$ cat src/rtl/tsfs_pkg.sv
// Types, constants and command codes of the timestamped signal freshness store.
// No dependencies.
`default_nettype none

package tsfs_pkg;

    localparam int SIGNAL_COUNT_DEF = 32;
    localparam int CMD_W     = 3;
    localparam int ID_W      = 8;
    localparam int DATA_W    = 32;
    localparam int FLAG_W    = 8;
    localparam int CFG_IDX_W = 2;

    localparam logic [DATA_W-1:0] SKEW_RESET = 32'd2000;
    localparam logic [DATA_W-1:0] AGE_NONE   = 32'hFFFF_FFFF;

    localparam logic [CFG_IDX_W-1:0] CFG_SKEW   = 2'd0;
    localparam logic [CFG_IDX_W-1:0] CFG_EXPIRE = 2'd1;

    typedef enum logic [CMD_W-1:0] {
        CMD_UPDATE        = 3'd0,
        CMD_READ          = 3'd1,
        CMD_MARK_INVALID  = 3'd2,
        CMD_SET_STALE     = 3'd3,
        CMD_SET_ALL_STALE = 3'd4
    } t_cmd;

    // One input word as held in the pipeline.
    typedef struct packed {
        logic [CMD_W-1:0]  command;
        logic [ID_W-1:0]   signal_id;
        logic [DATA_W-1:0] value_bits;
        logic [DATA_W-1:0] now_ms;
        logic [FLAG_W-1:0] sample_flags;
        logic [DATA_W-1:0] amount_ms;
    } t_item;

    // One slot of the signal table.
    typedef struct packed {
        logic [DATA_W-1:0] value;
        logic [DATA_W-1:0] stamp;
        logic [FLAG_W-1:0] flags;
        logic [DATA_W-1:0] hold;
        logic [DATA_W-1:0] limit;
    } t_entry;

    // One result word.
    typedef struct packed {
        logic [DATA_W-1:0] value_out;
        logic              valid_res;
        logic [DATA_W-1:0] age_out_ms;
        logic [FLAG_W-1:0] flags_out;
        logic              invalid_mark;
        logic              stale_mark;
    } t_result;

endpackage

`default_nettype wire

$ cat src/rtl/tsfs_if.sv
// Handshake channels of the freshness store: command words, result words, config writes.
// Depends on tsfs_pkg for field widths.
`default_nettype none

interface tsfs_in_if;
    logic                          valid;
    logic                          ready;
    logic [tsfs_pkg::CMD_W-1:0]    command;
    logic [tsfs_pkg::ID_W-1:0]     signal_id;
    logic [tsfs_pkg::DATA_W-1:0]   value_bits;
    logic [tsfs_pkg::DATA_W-1:0]   now_ms;
    logic [tsfs_pkg::FLAG_W-1:0]   sample_flags;
    logic [tsfs_pkg::DATA_W-1:0]   amount_ms;

    modport source (output valid, command, signal_id, value_bits, now_ms, sample_flags,
                    amount_ms, input ready);
    modport sink   (input valid, command, signal_id, value_bits, now_ms, sample_flags,
                    amount_ms, output ready);
endinterface

interface tsfs_res_if;
    logic                          valid;
    logic                          ready;
    logic [tsfs_pkg::DATA_W-1:0]   value_out;
    logic                          valid_res;
    logic [tsfs_pkg::DATA_W-1:0]   age_out_ms;
    logic [tsfs_pkg::FLAG_W-1:0]   flags_out;
    logic                          invalid_mark;
    logic                          stale_mark;

    modport source (output valid, value_out, valid_res, age_out_ms, flags_out, invalid_mark,
                    stale_mark, input ready);
    modport sink   (input valid, value_out, valid_res, age_out_ms, flags_out, invalid_mark,
                    stale_mark, output ready);
endinterface

interface tsfs_cfg_if;
    logic                           valid;
    logic                           ready;
    logic [tsfs_pkg::CFG_IDX_W-1:0] index;
    logic [tsfs_pkg::DATA_W-1:0]    data;

    modport source (output valid, index, data, input ready);
    modport sink   (input valid, index, data, output ready);
endinterface

`default_nettype wire

$ cat src/rtl/tsfs_judge.sv
// Freshness verdict for one read: age with wrap and skew, hold, expiry and stale checks.
// Depends on tsfs_pkg for the entry and result types.
`default_nettype none

module tsfs_judge (
    input  tsfs_pkg::t_entry              i_entry,
    input  logic [tsfs_pkg::DATA_W-1:0]   i_now_ms,
    input  logic [tsfs_pkg::DATA_W-1:0]   i_skew_ms,
    input  logic [tsfs_pkg::DATA_W-1:0]   i_expire_limit,
    output tsfs_pkg::t_result             o_res
);

    logic                          written;
    logic                          future;
    logic                          held;
    logic                          expired;
    logic                          over_limit;
    logic [tsfs_pkg::DATA_W-1:0]   diff;
    logic [tsfs_pkg::DATA_W-1:0]   lead;
    logic [tsfs_pkg::DATA_W-1:0]   age;

    always_comb begin
        written = (i_entry.stamp != '0);
        diff    = i_now_ms - i_entry.stamp;
        lead    = i_entry.stamp - i_now_ms;
        future  = (i_now_ms < i_entry.stamp);

        if (!written) begin
            age = tsfs_pkg::AGE_NONE;
        end else if (future && (lead <= i_skew_ms)) begin
            age = '0;
        end else begin
            age = diff;
        end

        // plain unsigned deadline compare, no wrap handling
        held       = (i_now_ms < i_entry.hold);
        expired    = (i_expire_limit != '0) && (age > i_expire_limit);
        over_limit = (age > i_entry.limit);

        o_res.value_out    = i_entry.value;
        o_res.age_out_ms   = age;
        o_res.flags_out    = i_entry.flags;
        o_res.valid_res    = written && !held && !expired;
        o_res.invalid_mark = held;
        o_res.stale_mark   = !held && written && (expired || over_limit);
    end

endmodule

`default_nettype wire

$ cat src/rtl/timestamped_signal_freshness_store.sv
// Top level of the timestamped signal freshness store: slot memory, pipeline, config.
// Depends on tsfs_pkg, tsfs_if (channels) and tsfs_judge.
//
//  channel  | dir | handshake        | word
//  ---------+-----+------------------+------------------------------------------
//  i_cfg    | in  | valid/ready      | index, data (skew tolerance, expire limit)
//  i_in     | in  | valid/ready      | command, id, value, now, flags, amount
//  o_out    | out | valid/ready      | value, valid, age, flags, invalid, stale
//
// One word per cycle sustained while results are taken; a taken command sits in stage 1
// and its result is registered in the result register, from which it leaves on o_out.ready.
// Slots sit in one memory read at accept and written back from stage 1; a
// forward register covers a command that reads the slot just written.
// Set-all loads a global limit and clears the per-slot override bits.
// Reset is synchronous and needs no clearing pass: per-slot valid bits gate the memory.
// A full result register that is not taken holds the pipeline; i_in.ready drops once
// stage 1 is also full.
`default_nettype none

module timestamped_signal_freshness_store #(
    parameter int SIGNAL_COUNT = tsfs_pkg::SIGNAL_COUNT_DEF
) (
    input  logic        i_clk,
    input  logic        i_rst_n,
    tsfs_cfg_if.sink    i_cfg,
    tsfs_in_if.sink     i_in,
    tsfs_res_if.source  o_out
);

    localparam int IDX_W = (SIGNAL_COUNT > 1) ? $clog2(SIGNAL_COUNT) : 1;
    localparam logic [tsfs_pkg::ID_W:0] COUNT_V = (tsfs_pkg::ID_W + 1)'(SIGNAL_COUNT);

    // config registers
    logic [tsfs_pkg::DATA_W-1:0] r_skew;
    logic [tsfs_pkg::DATA_W-1:0] r_expire;

    // slot memory and its per-slot valid bits
    tsfs_pkg::t_entry            r_mem [SIGNAL_COUNT];
    tsfs_pkg::t_entry            r_rdata;
    logic [SIGNAL_COUNT-1:0]     r_written;
    logic [SIGNAL_COUNT-1:0]     r_held;
    logic [SIGNAL_COUNT-1:0]     r_own;
    logic [tsfs_pkg::DATA_W-1:0] r_glob_limit;

    // write-back forward
    logic                        r_fwd_v;
    logic [IDX_W-1:0]            r_fwd_idx;
    tsfs_pkg::t_entry            r_fwd_data;

    // pipeline
    logic                        r_s1_v;
    tsfs_pkg::t_item             r_s1;
    logic                        r_out_v;
    tsfs_pkg::t_result           r_out;

    tsfs_pkg::t_item             in_item;
    tsfs_pkg::t_entry            src;
    tsfs_pkg::t_entry            view;
    tsfs_pkg::t_entry            n_wr_data;
    tsfs_pkg::t_result           judge_res;
    tsfs_pkg::t_result           n_out;
    logic                        n_wr_en;
    logic [IDX_W-1:0]            in_idx;
    logic [IDX_W-1:0]            s1_idx;
    logic                        in_range;
    logic                        accept;
    logic                        adv;
    logic                        fire;

    // ---------------- config port ----------------
    assign i_cfg.ready = 1'b1;

    always_ff @(posedge i_clk) begin
        if (!i_rst_n) begin
            r_skew   <= tsfs_pkg::SKEW_RESET;
            r_expire <= '0;
        end else if (i_cfg.valid) begin
            case (i_cfg.index)
                tsfs_pkg::CFG_SKEW:   r_skew   <= i_cfg.data;
                tsfs_pkg::CFG_EXPIRE: r_expire <= i_cfg.data;
                default: ;
            endcase
        end
    end

    // ---------------- handshake ----------------
    assign adv        = !r_out_v || o_out.ready;
    assign i_in.ready = !r_s1_v || adv;
    assign accept     = i_in.valid && i_in.ready;
    assign fire       = r_s1_v && adv;

    always_comb begin
        in_item.command      = i_in.command;
        in_item.signal_id    = i_in.signal_id;
        in_item.value_bits   = i_in.value_bits;
        in_item.now_ms       = i_in.now_ms;
        in_item.sample_flags = i_in.sample_flags;
        in_item.amount_ms    = i_in.amount_ms;
    end

    assign in_idx   = i_in.signal_id[IDX_W-1:0];
    assign s1_idx   = r_s1.signal_id[IDX_W-1:0];
    assign in_range = ({1'b0, r_s1.signal_id} < COUNT_V);

    // ---------------- memory ----------------
    always_ff @(posedge i_clk) begin
        if (accept) begin
            r_rdata <= r_mem[in_idx];
        end
    end

    always_ff @(posedge i_clk) begin
        if (n_wr_en) begin
            r_mem[s1_idx] <= n_wr_data;
        end
    end

    // ---------------- stage 1: read-modify-write ----------------
    always_ff @(posedge i_clk) begin
        if (!i_rst_n) begin
            r_s1_v <= 1'b0;
        end else if (i_in.ready) begin
            r_s1_v <= i_in.valid;
        end
    end

    always_ff @(posedge i_clk) begin
        if (accept) begin
            r_s1 <= in_item;
        end
    end

    always_comb begin
        // take the last written slot over the stale memory word
        if (r_fwd_v && (r_fwd_idx == s1_idx)) begin
            src = r_fwd_data;
        end else begin
            src = r_rdata;
        end

        view.value = r_written[s1_idx] ? src.value : '0;
        view.stamp = r_written[s1_idx] ? src.stamp : '0;
        view.flags = r_written[s1_idx] ? src.flags : '0;
        view.hold  = r_held[s1_idx]    ? src.hold  : '0;
        view.limit = r_own[s1_idx]     ? src.limit : r_glob_limit;
    end

    tsfs_judge u_judge (
        .i_entry        (view),
        .i_now_ms       (r_s1.now_ms),
        .i_skew_ms      (r_skew),
        .i_expire_limit (r_expire),
        .o_res          (judge_res)
    );

    always_comb begin
        n_wr_data = src;
        n_wr_en   = 1'b0;
        n_out     = '0;
        case (r_s1.command)
            tsfs_pkg::CMD_UPDATE: begin
                n_wr_data.value = r_s1.value_bits;
                n_wr_data.stamp = r_s1.now_ms;
                n_wr_data.flags = r_s1.sample_flags;
                n_wr_en         = fire && in_range;
            end
            tsfs_pkg::CMD_READ: begin
                if (in_range) begin
                    n_out = judge_res;
                end
            end
            tsfs_pkg::CMD_MARK_INVALID: begin
                n_wr_data.hold = r_s1.now_ms + r_s1.amount_ms;
                n_wr_en        = fire && in_range;
            end
            tsfs_pkg::CMD_SET_STALE: begin
                n_wr_data.limit = r_s1.amount_ms;
                n_wr_en         = fire && in_range;
            end
            default: ;
        endcase
    end

    // per-slot valid bits and the global limit
    always_ff @(posedge i_clk) begin
        if (!i_rst_n) begin
            r_written    <= '0;
            r_held       <= '0;
            r_own        <= '0;
            r_glob_limit <= '0;
        end else if (fire) begin
            case (r_s1.command)
                tsfs_pkg::CMD_UPDATE: begin
                    if (in_range) begin
                        r_written[s1_idx] <= 1'b1;
                        r_held[s1_idx]    <= 1'b0;
                    end
                end
                tsfs_pkg::CMD_MARK_INVALID: begin
                    if (in_range) begin
                        r_held[s1_idx] <= 1'b1;
                    end
                end
                tsfs_pkg::CMD_SET_STALE: begin
                    if (in_range) begin
                        r_own[s1_idx] <= 1'b1;
                    end
                end
                tsfs_pkg::CMD_SET_ALL_STALE: begin
                    r_own        <= '0;
                    r_glob_limit <= r_s1.amount_ms;
                end
                default: ;
            endcase
        end
    end

    always_ff @(posedge i_clk) begin
        if (!i_rst_n) begin
            r_fwd_v <= 1'b0;
        end else if (n_wr_en) begin
            r_fwd_v <= 1'b1;
        end
    end

    always_ff @(posedge i_clk) begin
        if (n_wr_en) begin
            r_fwd_idx  <= s1_idx;
            r_fwd_data <= n_wr_data;
        end
    end

    // ---------------- result register ----------------
    always_ff @(posedge i_clk) begin
        if (!i_rst_n) begin
            r_out_v <= 1'b0;
        end else if (adv) begin
            r_out_v <= r_s1_v;
        end
    end

    always_ff @(posedge i_clk) begin
        if (fire) begin
            r_out <= n_out;
        end
    end

    assign o_out.valid        = r_out_v;
    assign o_out.value_out    = r_out.value_out;
    assign o_out.valid_res    = r_out.valid_res;
    assign o_out.age_out_ms   = r_out.age_out_ms;
    assign o_out.flags_out    = r_out.flags_out;
    assign o_out.invalid_mark = r_out.invalid_mark;
    assign o_out.stale_mark   = r_out.stale_mark;

endmodule

`default_nettype wire

$ cat src/flat_wrapper.sv
// flat-port wrapper written by rule: the top's interface ports become plain ports
module timestamped_signal_freshness_store_flat 
#(
    parameter int SIGNAL_COUNT = tsfs_pkg::SIGNAL_COUNT_DEF
)
  (i_clk, i_rst_n, i_cfg_valid, i_cfg_index, i_cfg_data, i_cfg_ready, i_in_valid, i_in_command, i_in_signal_id, i_in_value_bits, i_in_now_ms, i_in_sample_flags, i_in_amount_ms, i_in_ready, o_out_valid, o_out_value_out, o_out_valid_res, o_out_age_out_ms, o_out_flags_out, o_out_invalid_mark, o_out_stale_mark, o_out_ready);
  tsfs_cfg_if i_cfg_i ();
  tsfs_in_if i_in_i ();
  tsfs_res_if o_out_i ();
  input  logic i_clk;
  input  logic i_rst_n;
  input wire logic [$bits(i_cfg_i.valid)-1:0] i_cfg_valid;
  input wire logic [$bits(i_cfg_i.index)-1:0] i_cfg_index;
  input wire logic [$bits(i_cfg_i.data)-1:0] i_cfg_data;
  output wire logic [$bits(i_cfg_i.ready)-1:0] i_cfg_ready;
  input wire logic [$bits(i_in_i.valid)-1:0] i_in_valid;
  input wire logic [$bits(i_in_i.command)-1:0] i_in_command;
  input wire logic [$bits(i_in_i.signal_id)-1:0] i_in_signal_id;
  input wire logic [$bits(i_in_i.value_bits)-1:0] i_in_value_bits;
  input wire logic [$bits(i_in_i.now_ms)-1:0] i_in_now_ms;
  input wire logic [$bits(i_in_i.sample_flags)-1:0] i_in_sample_flags;
  input wire logic [$bits(i_in_i.amount_ms)-1:0] i_in_amount_ms;
  output wire logic [$bits(i_in_i.ready)-1:0] i_in_ready;
  output wire logic [$bits(o_out_i.valid)-1:0] o_out_valid;
  output wire logic [$bits(o_out_i.value_out)-1:0] o_out_value_out;
  output wire logic [$bits(o_out_i.valid_res)-1:0] o_out_valid_res;
  output wire logic [$bits(o_out_i.age_out_ms)-1:0] o_out_age_out_ms;
  output wire logic [$bits(o_out_i.flags_out)-1:0] o_out_flags_out;
  output wire logic [$bits(o_out_i.invalid_mark)-1:0] o_out_invalid_mark;
  output wire logic [$bits(o_out_i.stale_mark)-1:0] o_out_stale_mark;
  input wire logic [$bits(o_out_i.ready)-1:0] o_out_ready;
  assign i_cfg_i.valid = i_cfg_valid;
  assign i_cfg_i.index = i_cfg_index;
  assign i_cfg_i.data = i_cfg_data;
  assign i_cfg_ready = i_cfg_i.ready;
  assign i_in_i.valid = i_in_valid;
  assign i_in_i.command = i_in_command;
  assign i_in_i.signal_id = i_in_signal_id;
  assign i_in_i.value_bits = i_in_value_bits;
  assign i_in_i.now_ms = i_in_now_ms;
  assign i_in_i.sample_flags = i_in_sample_flags;
  assign i_in_i.amount_ms = i_in_amount_ms;
  assign i_in_ready = i_in_i.ready;
  assign o_out_valid = o_out_i.valid;
  assign o_out_value_out = o_out_i.value_out;
  assign o_out_valid_res = o_out_i.valid_res;
  assign o_out_age_out_ms = o_out_i.age_out_ms;
  assign o_out_flags_out = o_out_i.flags_out;
  assign o_out_invalid_mark = o_out_i.invalid_mark;
  assign o_out_stale_mark = o_out_i.stale_mark;
  assign o_out_i.ready = o_out_ready;
  timestamped_signal_freshness_store #(.SIGNAL_COUNT(SIGNAL_COUNT)) u_core (.i_clk(i_clk), .i_rst_n(i_rst_n), .i_cfg(i_cfg_i), .i_in(i_in_i), .o_out(o_out_i));
endmodule
$ cat config.mk
export PLATFORM = sky130hd
export DESIGN_NAME = timestamped_signal_freshness_store_flat
export DESIGN_NICKNAME = d
export VERILOG_FILES = /design/src/rtl/tsfs_pkg.sv /design/src/rtl/tsfs_if.sv /design/src/rtl/tsfs_judge.sv /design/src/rtl/timestamped_signal_freshness_store.sv /design/src/flat_wrapper.sv
export SDC_FILE = /design/constraint.sdc
export NUM_CORES = 2
export LEC_CHECK = 0
export BUFFER_PORTS_ARGS = -buffer_cell sky130_fd_sc_hd__buf_2
export CORE_MARGIN = 2
export CORE_UTILIZATION = 40
export DETAILED_ROUTE_END_ITERATION = 6
export GPL_ROUTABILITY_DRIVEN = 0
export PLACE_DENSITY = 0.58
export RECOVER_POWER = 25
export SYNTH_ARGS = -nofsm -noshare
export SYNTH_HDL_FRONTEND = slang
export SYNTH_HIERARCHICAL = 1
export SYNTH_MEMORY_MAX_BITS = 65536
export SYNTH_SLANG_ARGS = --single-unit
$ cat constraint.sdc
create_clock -name i_clk -period 17.35 [get_ports i_clk]
set_input_delay 2.6025 -clock i_clk [delete_from_list [all_inputs] [get_ports i_clk]]
set_output_delay 2.6025 -clock i_clk [all_outputs]
set_load 0.005 [all_outputs]
==> reports/results.txt <==
Std-Cell Rows: 259
clock sink count: 5014
CP Class: in -> reg
die width: 711 um
Clock Root Buffer: clkbuf_16
status: finished, violations left
Setup Skew: 0.0900 ns
CTS-repair resized insts: 0
Initial Util: 0.402
post-synthesis area per instance: 20.7 sq um
core area: 497000 sq um
Crit path required time: 18.01 ns
Distinct cells, synth: 83
Routed WL: 586 mm
layout cells sized above 1: 0.265
hold depth: 1
final worst setup slack: 3.94 ns
most frequent cells in the layout: 4819 x edfxtp_1, 1384 x mux4_2, 534 x clkbuf_16, 383 x nor2_1, 303 x nand2_1
initial antenna violation count: 58
post-route setup TNS: 0 ns
Worst setup SP type: input port
RSZ-0062 raised after global routing: false
mux cell area share after synthesis: 0.171
f_max: 74.6 MHz
XOR/XNOR Fraction of Synth Area: 0.00359
vias in the first global route: 102000
WL per Instance: 34.0 um
post-route antenna net violation count: 0
Port Buffer Count: 230
Final HPWL DP: 319 mm
Area growth, synth to finish: 13.2%
final hold vios: 0
sequential area share after synthesis: 0.744
Post-Synth Simple-Gate Area: 0.0241
Setup crit end kind: flip-flop
H-tree Lvls: 6
Via Count: 103000
Leakage Power: 70.8 nW
largest net degree at the start of global routing: 143
drt first pass iters: 6
Overall Global Routing Usage: 0.227
Die Footprint: 505000 sq um
hold_buf cts: 0
most common cell after layout, fill and taps aside: edfxtp_1
reg2reg path depth: 6
worst slack at placement: 6.99 ns
Worst-path clk slew: 0.06 ns
Fill cells: 41400
maximum clock path buffer count: 4
maxcap violations: 42
vias per cell: 5.97
Nets: 10500
Worst Path Max Fanout: 81
DR DRC count: 0
post-synthesis compound-gate area fraction: 0.0264
Clock Latency Late Sink: 1.10 ns
failing checks: max-capacitance violations, max-slew violations
IO Pins: 232
initial drt markers: 13500
net count after synthesis: 10000
CTS tree: built
Ys Warns: 6
Post-CTS Setup Inserts: 0
CP Data Arrival Time: 14.07 ns
hold_ws: 0.462 ns
FFs w/ async S/R, synth: 0
Final setup viols: 0
slew margin rel.: -4.03
type of the most critical hold path: reg -> reg
Die H: 711 um
largest family of logic cells by synthesized area: multiplexers
final worst-path cycle share: 0.773
Worst Max-Slew Pin Slew: 7.54 ns
CTS buffer count: 523
Syn Inst Count: 9648
Main synth FF type: edfxtp_1
Pwr per Cell Area: 115 nW/um^2
IR Drop Worst-Case VDD: 0.0000988 V
Synth Area in Adders: 0.0141
count of flip-flops with a built-in enable after synthesis: 4819
first-pass GRT wire length: 812 mm
crit path time final: 13.41 ns
synthesized area: 200000 sq um
total grt overflow: 0
Max Transition Viols Final: 1690
#FFs+latches synth: 5014
==> routing by layer <==
metal / wire [um] / GRT usage / vias to the layer above
met5: 92 / 0 / -
met4: 21800 / 0.0747 / 12
met3: 47700 / 0.0356 / 899
li1: - / - / 40700
met1: 242000 / 0.325 / 56200
met2: 274000 / 0.356 / 5083
==> Yosys cell counts, types with 18 or more instances <==
master	n	area, sq um
nand4_1	42	263
o21a_1	48	360
a211oi_1	18	135
buf_4	67	503
xor2_1	40	350
and3_1	18	113
nand3_1	29	145
a21boi_0	123	923
o21ai_0	90	450
a21o_1	90	676
and2_1	88	551
or3_1	38	238
inv_1	206	773
buf_2	117	586
nor2b_1	25	156
nor2_1	413	1550
edfxtp_1	4819	145000
dfxtp_1	195	3900
mux2_2	139	1570
a21oi_1	281	1410
ha_1	221	2770
o21ai_1	45	225
nor4_1	28	175
mux2i_1	150	1500
xnor2_1	42	368
clkbuf_1	309	1160
a31oi_1	43	269
mux4_2	1384	31200
buf_1	64	240
nand2_1	304	1140
nor3_1	22	110
==> final cells by class <==
cell class / instances / area [sq um] / share of cell area
Antenna cell: 28 / 70.1 / 0.000310
Clock buffer: 650 / 13800 / 0.0612
Clock inverter: 291 / 2630 / 0.0116
Inverter: 206 / 781 / 0.00345
Multi-Input combinational cell: 3863 / 48600 / 0.215
Sequential cell: 5014 / 149000 / 0.657
Tap cell: 6655 / 8330 / 0.0368
Timing Repair Buffer: 522 / 3390 / 0.0150
==> through the flow <==
| stage | util | cell area (sq um) | total power [mW] | cells |
|---|---|---|---|---|
| after floorplan | - | 200000 | 14.8 | 9648 |
| after global placement | 0.422 | 210000 | 15.3 | 16300 |
| after detailed placement | 0.422 | 210000 | 15.4 | 16300 |
| after CTS | 0.455 | 227000 | 26.2 | 17200 |
| after global routing | 0.455 | 226000 | 26.7 | 17200 |
| final | 0.455 | 226000 | 26.0 | 17200 |
==> worst max-delay path, stage by stage <==
cell	delay [ns]
buf_2	0.08
nor2b_1	0.09
nand2_1	0.10
and2_0	1.99
clkbuf_1	5.25
clkbuf_1	2.78
buf_4	0.90
==> flip-flops by register name, indices dropped and copies added, names as in the netlist, named ones only <==
signal                     cells
u_core/r_glob_limit           32
u_core/r_s1_v                  1
u_core/o_out.invalid_mark      1
u_core/o_out.age_out_ms       32
u_core/r_own                  32
u_core/r_written              32
u_core/r_expire               32
u_core/r_s1                  115
u_core/r_skew                 32
u_core/r_fwd_data            136
u_core/r_rdata               136
u_core/r_fwd_idx               5
u_core/o_out.stale_mark        1
u_core/o_out.valid_res         1
u_core/r_mem                4352
u_core/r_fwd_v                 1
u_core/o_out.value_out        32
u_core/o_out.valid             1
u_core/o_out.flags_out         8
==> worst paths after layout <==
kind / to / slack, ns / from
max reg2reg: u_core/r_rdata[133] / 5.11 / u_core/o_out.valid
max: u_core/r_rdata[133] / 3.94 / o_out_ready
min: u_core/r_fwd_v / 0.46 / u_core/r_fwd_v
min reg2reg: u_core/r_fwd_v / 0.46 / u_core/r_fwd_v
==> power breakdown <==
group          switching (mW)  total [mW]  internal [mW]
clock                    4.74        10.9           6.12
sequential             0.0774        13.6           13.6
combinational           0.961        1.50          0.540
==> cells by family (layout without fill, tap and decap cells) <==
logic type / after synthesis / in the layout
adder cells (fa/ha/maj): 224 / 224
buffers and inverters: 771 / 1669
AND/OR/NAND/NOR: 1055 / 1055
XOR/XNOR: 82 / 82
flip-flops: 5014 / 5014
AO/OA/AOI/OAI: 828 / 828
multiplexers: 1673 / 1673
other: 1 / 29
(Power assumes the default switching activity.)
